`src/hdl/adzrt_pkg.sv`:
```
`timescale 1ns / 1ps

package adzrt_pkg;

	localparam int SAMPLE_W    = 8;
	localparam int VALUE_W     = 9;
	localparam int MAX_RUN_DEF = 31;
	localparam int SMALL_LIMIT = 4;
	localparam int RAW_OFFSET  = 256;
	localparam int FIFO_DEPTH  = 4;

	typedef enum logic [1:0] {
		KIND_RUN   = 2'd0,
		KIND_SMALL = 2'd1,
		KIND_RAW   = 2'd2
	} tok_kind_t;

	typedef struct packed {
		tok_kind_t            kind;
		logic [VALUE_W-1:0]   value;
		logic                 item_last;
		logic                 channel_last;
	} token_t;

endpackage

```
`src/hdl/adc_delta_zero_run_tokenizer_unit.sv`:
```
`timescale 1ns / 1ps

// Delta and zero-run tokenizer for 8-bit ADC samples of one channel at a time.
// The sample channel (sample, channel_end) moves one sample per transaction
// when sample_valid is high and sample_stall is low. Each sample yields zero,
// one or two tokens on the token channel (token_kind, token_value, item_last,
// channel_last), one token per transaction while token_valid is high and
// token_stall is low. A sample with channel_end always yields at least one
// token, and its last token carries channel_last.
// A sample is held in an input register, then its tokens are formed
// combinationally and written into a four-entry token queue. With the queue
// empty, the first token of a sample reaches the outputs once the sample has
// passed the input register and been written into the queue. One sample
// is taken every cycle as long as the queue holds at most two tokens; the
// queue drains one token per cycle while token_stall is low, so samples that
// give two tokens limit the sustained rate to one token per cycle.
// When the receiver stalls, the queue fills and sample_stall rises; held
// tokens stay stable on the outputs. Reset empties the input register and the
// queue and clears the previous sample and the pending zero-run count.
module adc_delta_zero_run_tokenizer_unit
	import adzrt_pkg::*;
#(
	parameter int MAX_RUN = MAX_RUN_DEF
) (
	input  logic                clk,
	input  logic                arst_n,
	input  logic                sample_valid,
	output logic                sample_stall,
	input  logic [SAMPLE_W-1:0] sample,
	input  logic                channel_end,
	output logic                token_valid,
	input  logic                token_stall,
	output logic [1:0]          token_kind,
	output logic [VALUE_W-1:0]  token_value,
	output logic                item_last,
	output logic                channel_last
);

	localparam int RUN_W = $clog2(MAX_RUN + 1);
	localparam int PTR_W = $clog2(FIFO_DEPTH);
	localparam int CNT_W = $clog2(FIFO_DEPTH + 1);

	logic                valid_s1;
	logic [SAMPLE_W-1:0] sample_s1;
	logic                end_s1;

	logic [SAMPLE_W-1:0] prev_q;
	logic [RUN_W-1:0]    pend_q;

	token_t              fifo_q [FIFO_DEPTH];
	logic [PTR_W-1:0]    wr_ptr_q;
	logic [PTR_W-1:0]    rd_ptr_q;
	logic [CNT_W-1:0]    count_q;

	logic                accept;
	logic                adv;
	logic                pop;
	logic                is_zero;
	logic [VALUE_W-1:0]  diff;
	logic                is_small;
	token_t              diff_tok;
	logic [RUN_W-1:0]    pend_inc;
	logic [1:0]          push_n;
	token_t              tok0;
	token_t              tok1;
	logic [RUN_W-1:0]    pend_d;

	assign accept       = sample_valid && !sample_stall;
	assign adv          = valid_s1 && (count_q <= CNT_W'(FIFO_DEPTH - 2));
	assign sample_stall = valid_s1 && !adv;
	assign pop          = token_valid && !token_stall;

	always_comb begin
		diff     = {1'b0, sample_s1} - {1'b0, prev_q};
		is_zero  = (sample_s1 == prev_q);
		is_small = ($signed(diff) <= $signed(VALUE_W'(SMALL_LIMIT)))
			&& ($signed(diff) >= -$signed(VALUE_W'(SMALL_LIMIT)));
		pend_inc = pend_q + RUN_W'(1);

		diff_tok.item_last    = 1'b1;
		diff_tok.channel_last = end_s1;
		if (is_small) begin
			diff_tok.kind  = KIND_SMALL;
			diff_tok.value = diff + VALUE_W'(SMALL_LIMIT);
		end else begin
			diff_tok.kind  = KIND_RAW;
			diff_tok.value = diff + VALUE_W'(RAW_OFFSET);
		end

		tok0.kind         = KIND_RUN;
		tok0.value        = VALUE_W'(pend_q);
		tok0.item_last    = 1'b1;
		tok0.channel_last = end_s1;
		tok1              = diff_tok;
		push_n            = 2'd0;
		pend_d            = '0;

		if (is_zero) begin
			if (pend_inc == RUN_W'(MAX_RUN)) begin
				tok0.value = VALUE_W'(MAX_RUN);
				push_n     = 2'd1;
			end else if (end_s1) begin
				tok0.value = VALUE_W'(pend_inc);
				push_n     = 2'd1;
			end else begin
				pend_d = pend_inc;
			end
		end else if (pend_q != '0) begin
			tok0.item_last    = 1'b0;
			tok0.channel_last = 1'b0;
			push_n            = 2'd2;
		end else begin
			tok0   = diff_tok;
			push_n = 2'd1;
		end

		if (end_s1) begin
			pend_d = '0;
		end
	end

	always_ff @(posedge clk or negedge arst_n) begin
		if (!arst_n) begin
			valid_s1 <= 1'b0;
			prev_q   <= '0;
			pend_q   <= '0;
			wr_ptr_q <= '0;
			rd_ptr_q <= '0;
			count_q  <= '0;
		end else begin
			if (accept) begin
				valid_s1 <= 1'b1;
			end else if (adv) begin
				valid_s1 <= 1'b0;
			end
			if (adv) begin
				prev_q   <= end_s1 ? '0 : sample_s1;
				pend_q   <= pend_d;
				wr_ptr_q <= wr_ptr_q + PTR_W'(push_n);
			end
			if (pop) begin
				rd_ptr_q <= rd_ptr_q + PTR_W'(1);
			end
			count_q <= count_q + CNT_W'(adv ? push_n : 2'd0) - CNT_W'(pop);
		end
	end

	always_ff @(posedge clk) begin
		if (accept) begin
			sample_s1 <= sample;
			end_s1    <= channel_end;
		end
		if (adv && (push_n != 2'd0)) begin
			fifo_q[wr_ptr_q] <= tok0;
		end
		if (adv && (push_n == 2'd2)) begin
			fifo_q[wr_ptr_q + PTR_W'(1)] <= tok1;
		end
	end

	assign token_valid  = (count_q != '0);
	assign token_kind   = fifo_q[rd_ptr_q].kind;
	assign token_value  = fifo_q[rd_ptr_q].value;
	assign item_last    = fifo_q[rd_ptr_q].item_last;
	assign channel_last = fifo_q[rd_ptr_q].channel_last;

	a_count_bound: assert property (@(posedge clk) disable iff (!arst_n)
		count_q <= CNT_W'(FIFO_DEPTH))
		else $error("token queue count exceeds its depth");

	a_pend_bound: assert property (@(posedge clk) disable iff (!arst_n)
		pend_q < RUN_W'(MAX_RUN))
		else $error("pending zero run reached the cap without a token");

	a_end_emits: assert property (@(posedge clk) disable iff (!arst_n)
		adv && end_s1 |-> push_n != 2'd0)
		else $error("channel end produced no token");

	a_end_clears: assert property (@(posedge clk) disable iff (!arst_n)
		adv && end_s1 |=> pend_q == '0 && prev_q == '0)
		else $error("state not cleared after channel end");

endmodule

```
`config.mk`:
```
export PLATFORM = sky130hd
export DESIGN_NAME = adc_delta_zero_run_tokenizer_unit
export DESIGN_NICKNAME = d
export VERILOG_FILES = /design/src/hdl/adzrt_pkg.sv /design/src/hdl/adc_delta_zero_run_tokenizer_unit.sv
export SDC_FILE = /design/constraint.sdc
export NUM_CORES = 1
export LEC_CHECK = 0
export ABC_CLOCK_PERIOD_IN_PS = 3770
export BUFFER_PORTS_ARGS = -buffer_cell sky130_fd_sc_hd__buf_2
export CORE_MARGIN = 1.5
export CORE_UTILIZATION = 35
export CTS_CLUSTER_DIAMETER = 60
export DETAILED_ROUTE_END_ITERATION = 7
export HOLD_SLACK_MARGIN = 0.03
export PLACE_DENSITY_LB_ADDON = 0.1
export SLEW_MARGIN = 20
export SYNTH_ARGS = -nofsm -noshare
export SYNTH_HDL_FRONTEND = slang
export SYNTH_SLANG_ARGS = --single-unit
```
`constraint.sdc`:
```
create_clock -name clk -period 3.77 [get_ports clk]
set_input_delay 0.5655 -clock clk [delete_from_list [all_inputs] [get_ports clk]]
set_output_delay 0.5655 -clock clk [all_outputs]
set_load 0.01 [all_outputs]
```
# Word-level counts from Yosys, hierarchy flattened
# Memory sizes are Yosys's and may differ from the RTL's.
# Cells that the tools add are included.
[word_totals]
mem_count = 1
inputBits = 13
reg_bits = 30
ram_bits = 52
elab_cells = 61
[memory_table]
columns = ["memory", "depth", "width", "read_ports", "rd_clocked_by_memory_dff", "write_ports", "line", "rtl"]
rows = [
  ["fifo_q", 4, 13, 1, 0, 2, "adc_delta_zero_run_tokenizer_unit.sv:50", "token_t fifo_q [FIFO_DEPTH];"],
]
[classes]
reduce_logical = 14
eq_ne = 3
n_lt_le_gt_ge = 3
muxes = 23
addsub = 9
[op_table]
columns = ["cell", "count"]
rows = [
  ["two-way mux 5 bit", 5],
  ["two-way mux 11 bit", 2],
  ["two-way mux 2 bit", 6],
  ["adder 9 x 3 -> 9 bit (second input constant)", 1],
  ["adder 9 bit (second input constant)", 1],
  [">= comparator 9 x 3 -> 1 bit (second input constant)", 1],
  ["less-or-equal comparator 9 x 4 -> 1 bit (second input constant)", 1],
  ["two-way mux 9 bit", 1],
  ["subtractor 8 x 8 -> 9 bit", 1],
  ["equality test 8 bit", 1],
  ["two-way mux 1 bit", 8],
  ["two-way mux 8 bit", 1],
  ["logical AND 1 bit", 7],
  ["adder 5 x 1 -> 5 bit (second input constant)", 1],
  ["equality test 5 bit (second input constant)", 1],
  ["nonzero test 5 bit", 1],
  ["adder 2 x 1 -> 2 bit (second input constant)", 2],
  ["nonzero test 2 bit", 2],
  ["adder 3 x 2 -> 3 bit", 1],
  ["less-or-equal comparator 3 x 2 -> 1 bit (second input constant)", 1],
  ["logical NOT 1 bit", 3],
  ["nonzero test 3 bit", 1],
  ["subtractor 3 x 1 -> 3 bit", 1],
  ["adder 2 bit", 1],
  ["equality test 2 bit (second input constant)", 1],
]

# Logic depth before layout (Yosys ltp)
[depth]
depth_word = 8
mapped_depth = 16
mapped_depth_nobuf = 14

# Least setup slack after synthesis
# OpenSTA, ideal clock, no wires.
[synth_path]
path_type = "register to register"
start = "reg sample_s1[6]"
end = "reg count_q[2]"
required_ps = 3647
setup_slack_ps = 748
stages_incl_launch_ff = 16
setup_ps = 123
synth_period_minus_slack_ps = 3022
arrival_ps = 2900
path_buffers = 2
path_cell_list = "edfxtp_1 > ha_1 > buf_2 > nand4_1 > or2_1 > clkbuf_1 > nor3_2 > nor2_1 > nand2_1 > ha_1 > inv_1 > ha_1 > inv_1 > fa_1 > xor2_1 > xnor2_1"
[synth_between]
elab_chain_cells = 5
[synth_rtl]
columns = ["element", "line", "rtl"]
rows = [
  ["start: declaration", "adc_delta_zero_run_tokenizer_unit.sv:44", "logic [SAMPLE_W-1:0] sample_s1;"],
  ["start signal: assignment", "adc_delta_zero_run_tokenizer_unit.sv:150", "sample_s1 <= sample;"],
  ["equality test 8 bit", "adc_delta_zero_run_tokenizer_unit.sv:75", "is_zero = (sample_s1 == prev_q);"],
  ["two-way mux 2 bit", "adc_delta_zero_run_tokenizer_unit.sv:98", "if (is_zero) begin"],
  ["two-way mux 2 bit", "adc_delta_zero_run_tokenizer_unit.sv:144", "count_q <= count_q + CNT_W'(adv ? push_n : 2'd0) - CNT_W'(pop);"],
  ["adder 3 x 2 -> 3 bit", "adc_delta_zero_run_tokenizer_unit.sv:144", ""],
  ["subtractor 3 x 1 -> 3 bit", "adc_delta_zero_run_tokenizer_unit.sv:144", ""],
  ["end signal: assignment", "adc_delta_zero_run_tokenizer_unit.sv:144", ""],
  ["end: declaration", "adc_delta_zero_run_tokenizer_unit.sv:53", "logic [CNT_W-1:0] count_q;"],
]
# Every way passes these cells.
# A chain may end at the register's enable or synchronous reset.

# Worst setup path in the final report
[layout_path]
start = "reg pend_q[0]"
end = "reg count_q[2]"
[layout_between]
elab_chain_cells = 7
[layout_rtl]
columns = ["element", "line", "rtl"]
rows = [
  ["start: declaration", "adc_delta_zero_run_tokenizer_unit.sv:48", "logic [RUN_W-1:0] pend_q;"],
  ["start signal: assignment", "adc_delta_zero_run_tokenizer_unit.sv:138", "pend_q <= pend_d;"],
  ["adder 5 x 1 -> 5 bit", "adc_delta_zero_run_tokenizer_unit.sv:78", "pend_inc = pend_q + RUN_W'(1);"],
  ["equality test 5 bit", "adc_delta_zero_run_tokenizer_unit.sv:99", "if (pend_inc == RUN_W'(MAX_RUN)) begin"],
  ["two-way mux 1 bit", "adc_delta_zero_run_tokenizer_unit.sv:99", ""],
  ["two-way mux 2 bit *", "adc_delta_zero_run_tokenizer_unit.sv:98", ""],
  ["two-way mux 2 bit *", "adc_delta_zero_run_tokenizer_unit.sv:144", ""],
  ["adder 3 x 2 -> 3 bit *", "adc_delta_zero_run_tokenizer_unit.sv:144", ""],
  ["subtractor 3 x 1 -> 3 bit *", "adc_delta_zero_run_tokenizer_unit.sv:144", ""],
]
# Mark *: on every way between the ends. The rest lies on a longest branch, timed or not.

==> impl_metrics.ini <==
[clocking]
htreeDepth = 3
cts_buffers = 9
cts_setup_buffers = 0
ctsResizeCount = 0
insertion_delay_ps = 350
clockBufferDepth = 2
cts.sinks = 82
postCtsHoldBufs = 0
root_buffer = clkbuf_16
cts_tree = built
path_clk_slew_ps = 60

[die]
die_width_microns = 117.7
io_pins = 28
rows = 41
dieArea_sq_um = 13860
core_area_sq_um = 12720
die_h_microns = 117.7
initial_utilization = 0.3621

[critical_path]
crit_top_cell = ha_1
cp_slowest_stage_delay_ps = 470
cp_data_required_time_ps = 4010
endpoint_kind = flop
worstSetupPathType = flop to flop
cp_slowest_cell = dfrtp_1
crit_path_max_fanout = 9
crit_chain = ha_1 > nand3_1 > xor2_1 > a211oi_2 > nor3_2 > nor2_1 > nand2_1 > ha_1 > inv_1 > ha_1 > inv_1 > fa_1 > xor2_1 > xnor2_1
startpoint_type = flop
critPathLaunch = pend_q[0]
r2r-start = pend_q[0]
crit_arrival_ps = 3620

[logic_synthesis]
yosysTopAreaCellShare = 0.3715
synth-edff-count = 57
ys_seq_elements = 82
netlist_top_cells_count = edfxtp_1 (57), nor2_1 (53), nand2_1 (45)
syn_avg_cell_area_sq_um = 10.97
ys_seq_area_frac = 0.5030
synth_area_leader_cell = edfxtp_1
synth.distinct_cells = 60
yosys_warnings = 0
synth_area_leaders = edfxtp_1 (37%), dfrtp_1 (11%), mux4_2 (6.4%), ha_1 (4.6%), nor2_1 (4.3%)
synth_ff_type = edfxtp_1
synth_cells = 420
post-synth-top-count-cell = edfxtp_1
synth_area_sq_um = 4607
synth.net_count = 452
async_flop_share = 0.2561

[pwr]
power_mw = 4.357
power_switching_mw = 1.805
p_per_area_nw_per_um2 = 835.0
vdd_drop_max_uv = 282.2
power_leakage_nw = 2.001
seqPwrFrac = 0.325
switching_share = 0.4143
clock_power_share = 0.204
p_int_mw = 2.552
combPwrFrac = 0.471

[cells_and_area]
fin_cells = 624
drive_gt1_frac = 0.1770
area_growth_pct = 13.25
fin_nets = 479
design_area_sq_um = 5218
fill_cells = 1292
antenna_cells = 0

[sta]
rsz0062_at_grt = false
clock_skew_ps = 8.103
setup_ws_ps = 390.2
period_minus_slack_ps = 3380
slew-limit-headroom = 0.3649
fmax_ghz = 0.2959
finalSetupViolations = 0
drv_slew = 0
min_period_over_period = 0.8965
fin_setup_tns_ps = 0
hold_violations = 0
worst_pin_slew_ps = 952.6

[placed_design]
place_hpwl_microns = 7258
gp_congestion = 0.8057
portBuffers = 27
pre_cts_slack_ps = 401.8
dpl.cell_count = 608
placed_cell_area_sq_um = 4922

[global_routing]
grt_pass1_wl_microns = 17060
grt_max_degree = 26
grt_pass1_vias = 3199
grt_util_all_layers = 0.1598
antenna_found_initial = 0
grt_overflow = 0

[drt]
post-route-drc-count = 0
firstDrtPassIters = 4
routed_wl_microns = 10310
via_per_inst = 5.176
drt_iter0_drc = 139
drt.antenna.violating_nets = 0
wire_per_inst_microns = 16.53
vias = 3230

[run]
cap_violations = 0

[outcome]
status = finished, final reports clean

[worst_hold_path]
holdCritPathClass = input pin to asynchronous set/reset pin
==> placed cells by master, fill, tap and decap left out, types with 5 or more instances in the layout <==
| master | count |
|---|---|
| a21oi_1 | 16 |
| a31o_2 | 7 |
| and2_1 | 6 |
| buf_2 | 27 |
| buf_4 | 6 |
| clkbuf_16 | 9 |
| dfrtp_1 | 21 |
| edfxtp_1 | 57 |
| ha_1 | 17 |
| inv_1 | 27 |
| mux4_2 | 13 |
| nand2_1 | 45 |
| nand2b_1 | 6 |
| nand3_1 | 10 |
| nand4_1 | 5 |
| nor2_1 | 53 |
| nor2b_1 | 6 |
| o21ai_0 | 18 |
| o22ai_1 | 17 |
| xnor2_1 | 10 |
| xor2_1 | 7 |
==> final cells by class <==
cell class	count	area, sq um	area share
multi-input combinational	294	2108	0.4041
sequential	82	2317	0.4441
clock inverter	7	70.07	0.01343
timing repair buffer	33	180.2	0.03453
inverter	27	101.3	0.01942
tap	172	215.2	0.04125
clock buffer	9	225.2	0.04317
==> cells by family (layout without fill, tap and decap cells) <==
kind of cell	after synthesis	in the layout	synth area share
xor gates and xnor gates	17	17	0.03232
and+or+nand+nor	153	153	0.1592
AOI/OAI and AO/OA	87	87	0.1336
adders and majority gates	19	19	0.05486
buffers and inverters	44	76	0.03938
muxes	18	18	0.07767
DFF	82	82	0.5030
==> per-layer routing <==
| layer | share of wire | wire (microns) | global-route usage | vias to the layer above |
|---|---|---|---|---|
| met4 | 0.018 | 183 | 0.07012 | 0 |
| li1 | - | - | - | 1601 |
| met3 | 0.039 | 398 | 0.02713 | 12 |
| met1 | 0.48 | 4986 | 0.2207 | 1538 |
| met5 | 0 | 0 | 0 | - |
| met2 | 0.46 | 4744 | 0.2474 | 79 |
==> per-stage QoR <==
step	hold WS, ps	util
floorplan	269.9	-
global placement	468.3	0.3869
detailed placement	475.6	0.3869
CTS	221.2	0.4101
global route	241.4	0.4101
finish	197.9	0.4101
==> sequential cells by signal, summed over array words and instances (netlist names) <==
name / cells
fifo_q: 52
prev_q: 8
sample_s1: 8
pend_q: 5
count_q: 3
rd_ptr_q: 2
wr_ptr_q: 2
end_s1: 1
valid_s1: 1
==> worst max-delay path: cells and delay by family, from the launching register on <==
kind | cells | cell delay (ps)
XOR/XNOR | 3 | 490
buffers and inverters | 2 | 100
adder cells (fa/ha/maj) | 4 | 1090
flip-flops | 1 | 470
AND/OR/NAND/NOR | 4 | 720
AO/OA/AOI/OAI | 1 | 390
==> final timing paths <==
kind | cells past startpoint | slack, ps | end
worst min register to register | 2 | 490 | prev_q[0]
worst max register to register | 14 | 390 | count_q[2]
min in group clk | 1 | 390 | sample_s1[0]
worst min-delay path | 1 | 200 | valid_s1
worst max-delay path | 14 | 390 | count_q[2]
max in group asynchronous | 1 | 3200 | rd_ptr_q[1]
==> power by group through the flow <==
| stage | clock (mW) | sequential (mW) | combinational, mW |
|---|---|---|---|
| after global placement | 0 | 1.44 | 2.06 |
| final | 0.888 | 1.42 | 2.05 |
| after floorplan | 0 | 1.31 | 1.64 |
| after CTS | 0.913 | 1.43 | 2.08 |
| after global routing | 0.941 | 1.46 | 2.31 |
| after detailed placement | 0 | 1.45 | 2.07 |
Power figures use the tool's default switching activity.
